--- config.mk ---
export PLATFORM = sky130hd
export DESIGN_NAME = rcve_out_fifo
export DESIGN_NICKNAME = d
export VERILOG_FILES = /design/src/rcve_pkg.sv /design/src/rcve_out_fifo.sv
export SDC_FILE = /design/constraint.sdc
export NUM_CORES = 1
export LEC_CHECK = 0
export BUFFER_PORTS_ARGS = -buffer_cell sky130_fd_sc_hd__buf_2
export CAP_MARGIN = 20
export CELL_PAD_IN_SITES_DETAIL_PLACEMENT = 0
export CELL_PAD_IN_SITES_GLOBAL_PLACEMENT = 2
export CORE_AREA = 2 2 105 107
export DETAILED_ROUTE_END_ITERATION = 16
export DIE_AREA = 0 0 107 109
export PLACE_DENSITY = 0.59
export SLEW_MARGIN = 10
export SYNTH_ARGS = -nofsm -noshare
export SYNTH_HDL_FRONTEND = slang
export SYNTH_SLANG_ARGS = --single-unit
--- constraint.sdc ---
create_clock -name clk -period 7.95 [get_ports clk]
set_clock_uncertainty 0.2 [all_clocks]
set_input_delay 0.795 -clock clk [delete_from_list [all_inputs] [get_ports clk]]
set_output_delay 0.795 -clock clk [all_outputs]
set_load 0.005 [all_outputs]
--- src/rcve_pkg.sv ---
`timescale 1ns / 1ps
package rcve_pkg;

	localparam int FIELD_W = 11;
	localparam int SIZE_W  = 12;

	localparam logic KIND_PIXEL   = 1'b0;
	localparam logic KIND_READOUT = 1'b1;

	localparam logic RESULT_ROW    = 1'b0;
	localparam logic RESULT_COLUMN = 1'b1;

	localparam logic REG_ACTIVE_COLS = 1'b0;
	localparam logic REG_ACTIVE_ROWS = 1'b1;

	localparam logic [SIZE_W-1:0] SIZE_RESET = 12'd2048;

	typedef struct packed {
		logic               result_kind;
		logic [FIELD_W-1:0] line_index;
		logic [FIELD_W-1:0] center;
		logic [FIELD_W-1:0] extent;
	} result_t;

endpackage

--- src/rcve_out_fifo.sv ---
`timescale 1ns / 1ps
module rcve_out_fifo (
	input  logic              clk,
	input  logic              arst_n,
	input  logic              push,
	input  rcve_pkg::result_t push_data,
	input  logic              out_stall,
	output logic              out_valid,
	output rcve_pkg::result_t out_data,
	output logic [1:0]        count
);
	import rcve_pkg::*;

	result_t    mem_q [2];
	logic       wr_ptr_q;
	logic       rd_ptr_q;
	logic [1:0] count_q;
	logic       pop;

	assign out_valid = (count_q != 2'd0);
	assign out_data  = mem_q[rd_ptr_q];
	assign count     = count_q;
	assign pop       = out_valid && !out_stall;

	always_ff @(posedge clk) begin
		if (push) begin
			mem_q[wr_ptr_q] <= push_data;
		end
	end

	always_ff @(posedge clk or negedge arst_n) begin
		if (!arst_n) begin
			wr_ptr_q <= 1'b0;
			rd_ptr_q <= 1'b0;
			count_q  <= 2'd0;
		end else begin
			if (push) begin
				wr_ptr_q <= ~wr_ptr_q;
			end
			if (pop) begin
				rd_ptr_q <= ~rd_ptr_q;
			end
			count_q <= count_q + {1'b0, push} - {1'b0, pop};
		end
	end

	assert property (@(posedge clk) disable iff (!arst_n)
		(push && !pop) |-> (count_q != 2'd2))
		else $error("result queue overflow");

	assert property (@(posedge clk) disable iff (!arst_n)
		(count_q == 2'd2) && out_stall && !push |=> (count_q == 2'd2))
		else $error("result queue lost an entry");

	assert property (@(posedge clk) disable iff (!arst_n)
		(count_q == 2'd0) |-> (wr_ptr_q == rd_ptr_q))
		else $error("result queue pointers out of step");

endmodule

==> results.cfg <==
[run_status]
status = completed

[sta]
finalHoldViolations = 0
period_share_pct = 33.1
rsz0062_at_grt = no
slew_violations = 0
fmax_mhz = 380
period_needed_ns = 2.63
worst_pin_slew_ns = 0.879
fin_tns_setup_ns = 0
relSlewSlack_pct = 41.4
setup_viol_count_final = 0

[setup_path]
reg2reg_depth = 7
cp.arrival_ns = 1.64
critPathKind = register to output port
cp.required_ns = 6.95
cp_max_fo = 26
cp-start-kind = register
end_kind = output port

[floorplanning]
coreArea_um2 = 10600
chipHeight_um = 109
initial_core_util_pct = 26.4
num_rows = 38
die_area_um2 = 11700
die_w_um = 107
io_pins = 75

[clock_network]
clkSlewWorstSetupHoldPaths_ns = 0.07
ctsResizeCount = 0
cts_setup_buffers = 0
tritoncts = yes
h-tree-depth = 3
clockBufferDepth = 2
ctsHoldBuffers = 0
clkLatencyLatePin_ns = 0.33
cts_buffers = 9
root_buffer = clkbuf_8
cts.sinks = 72

[route]
avgViaCountPerCell = 3.86
wl_per_cell_um = 14.0
drc_errors = 0
wirelength_um = 4880
ant_nets = 0
drt_iter0_markers = 47
vias = 1348
drt_first_pass_iters = 3

[yosys]
synth_warnings = 0
yosysUniqueCellTypes = 14
synth.avg_cell_area_um2 = 22.8
ys_seq_area_share_pct = 76.4
synth_area_um2 = 2800
postSynthCellCount = 123
synth_nets = 163
synth-seq-cells = 72

[final_layout]
diodes = 0
final_common_cell = buf_2
layout.nets = 246
area_delta_synth_final_pct = 24.3
utilization_pct = 32.9
drive_above_1_share_pct = 60.8
layout_common_cells = buf_2, edfxtp_1, mux2_4
final_area_um2 = 3480

[place]
post_dp_cell_area_um2 = 3290
numPortBuffers = 74
dp_hpwl_um = 3090
gp_congestion = 0.617

[worst_hold_path]
hp-class = primary input to asynchronous set/reset pin

[grt]
overflow = 0
gr-usage-all-layers_pct = 9.00
antenna_found_initial = 0
first_global_vias = 1428
grt_max_degree = 36
grt_pass1_wl_um = 7470

[pwr]
peakVddDrop_mv = 0.118
power.density_nw_per_um2 = 327
leakagePower_uw = 0.00139

[job]
maxCapViolCount = 0
[cell type report]
cell class	count	area, um2
Clock buffer	9	124
Timing Repair Buffer	76	418
Multi-Input combinational cell	44	587
Inverter	3	11.3
Sequential cell	72	2140
Fill cell	1042	7120
Tap cell	140	175
Clock inverter	5	26.3
[stage by stage]
stage,setup WS [ns],hold WS (ns),power [uW],cells
after global routing,5.23,0.0313,1210,349
after global placement,5.27,0.322,910,333
after floorplan,4.99,0.255,808,123
after detailed placement,5.26,0.323,915,333
after CTS,4.87,0.0263,1150,347
final,5.32,0.0548,1140,349
[synthesized netlist by cell type, drive strengths merged]
library cell | number | share of area [%]
xor2 | 1 | 0.31
mux2 | 34 | 18
ha | 2 | 0.89
inv | 3 | 0.40
o21bai | 1 | 0.27
or2 | 1 | 0.22
buf | 4 | 2.5
edfxtp | 68 | 73
dfrtp | 4 | 3.6
nor2b | 1 | 0.22
xnor2 | 3 | 0.94
and2 | 1 | 0.22
[worst max-delay path: stages, from the launching register on]
cell,delay (ns)
dfrtp_2,0.55
buf_12,0.27
mux2_4,0.33
buf_2,0.13
[worst paths after layout]
check,slack (ns),start,to
max,5.32,rd_ptr_q,out_data[7]
min,0.05,arst_n,wr_ptr_q
max reg2reg,6.18,count[0],count[1]
min reg2reg,0.33,wr_ptr_q,wr_ptr_q
max in group asynchronous,7.36,arst_n,rd_ptr_q
min in group clk,0.33,wr_ptr_q,wr_ptr_q
[registers in the layout, indices dropped and copies added (netlist names)]
name      cells
count         2
mem_q        68
rd_ptr_q      1
wr_ptr_q      1
[layer usage]
metal	GRT usage (%)	vias to the layer above	routed length, um
met5	0	-	0
met4	4.73	0	57
met3	4.06	6	392
met2	13.5	50	2240
met1	10.9	656	2190
li1	-	636	-
[power breakdown]
part           total [uW]  switching (uW)  leakage [uW]  internal, uW
clock                 234             127     0.0000782           107
combinational         364             154      0.000628           209
sequential            542            35.2      0.000684           506
[cells by family after synthesis]
| group | synth area share, % |
|---|---|
| buf+inv | 2.95 |
| compound gates | 0.268 |
| simple gates | 0.670 |
| fa+ha+maj | 0.893 |
| flops | 76.4 |
| xor+xnor | 1.25 |
| mux | 17.5 |
No activity file was read; power rests on OpenSTA's default activity.
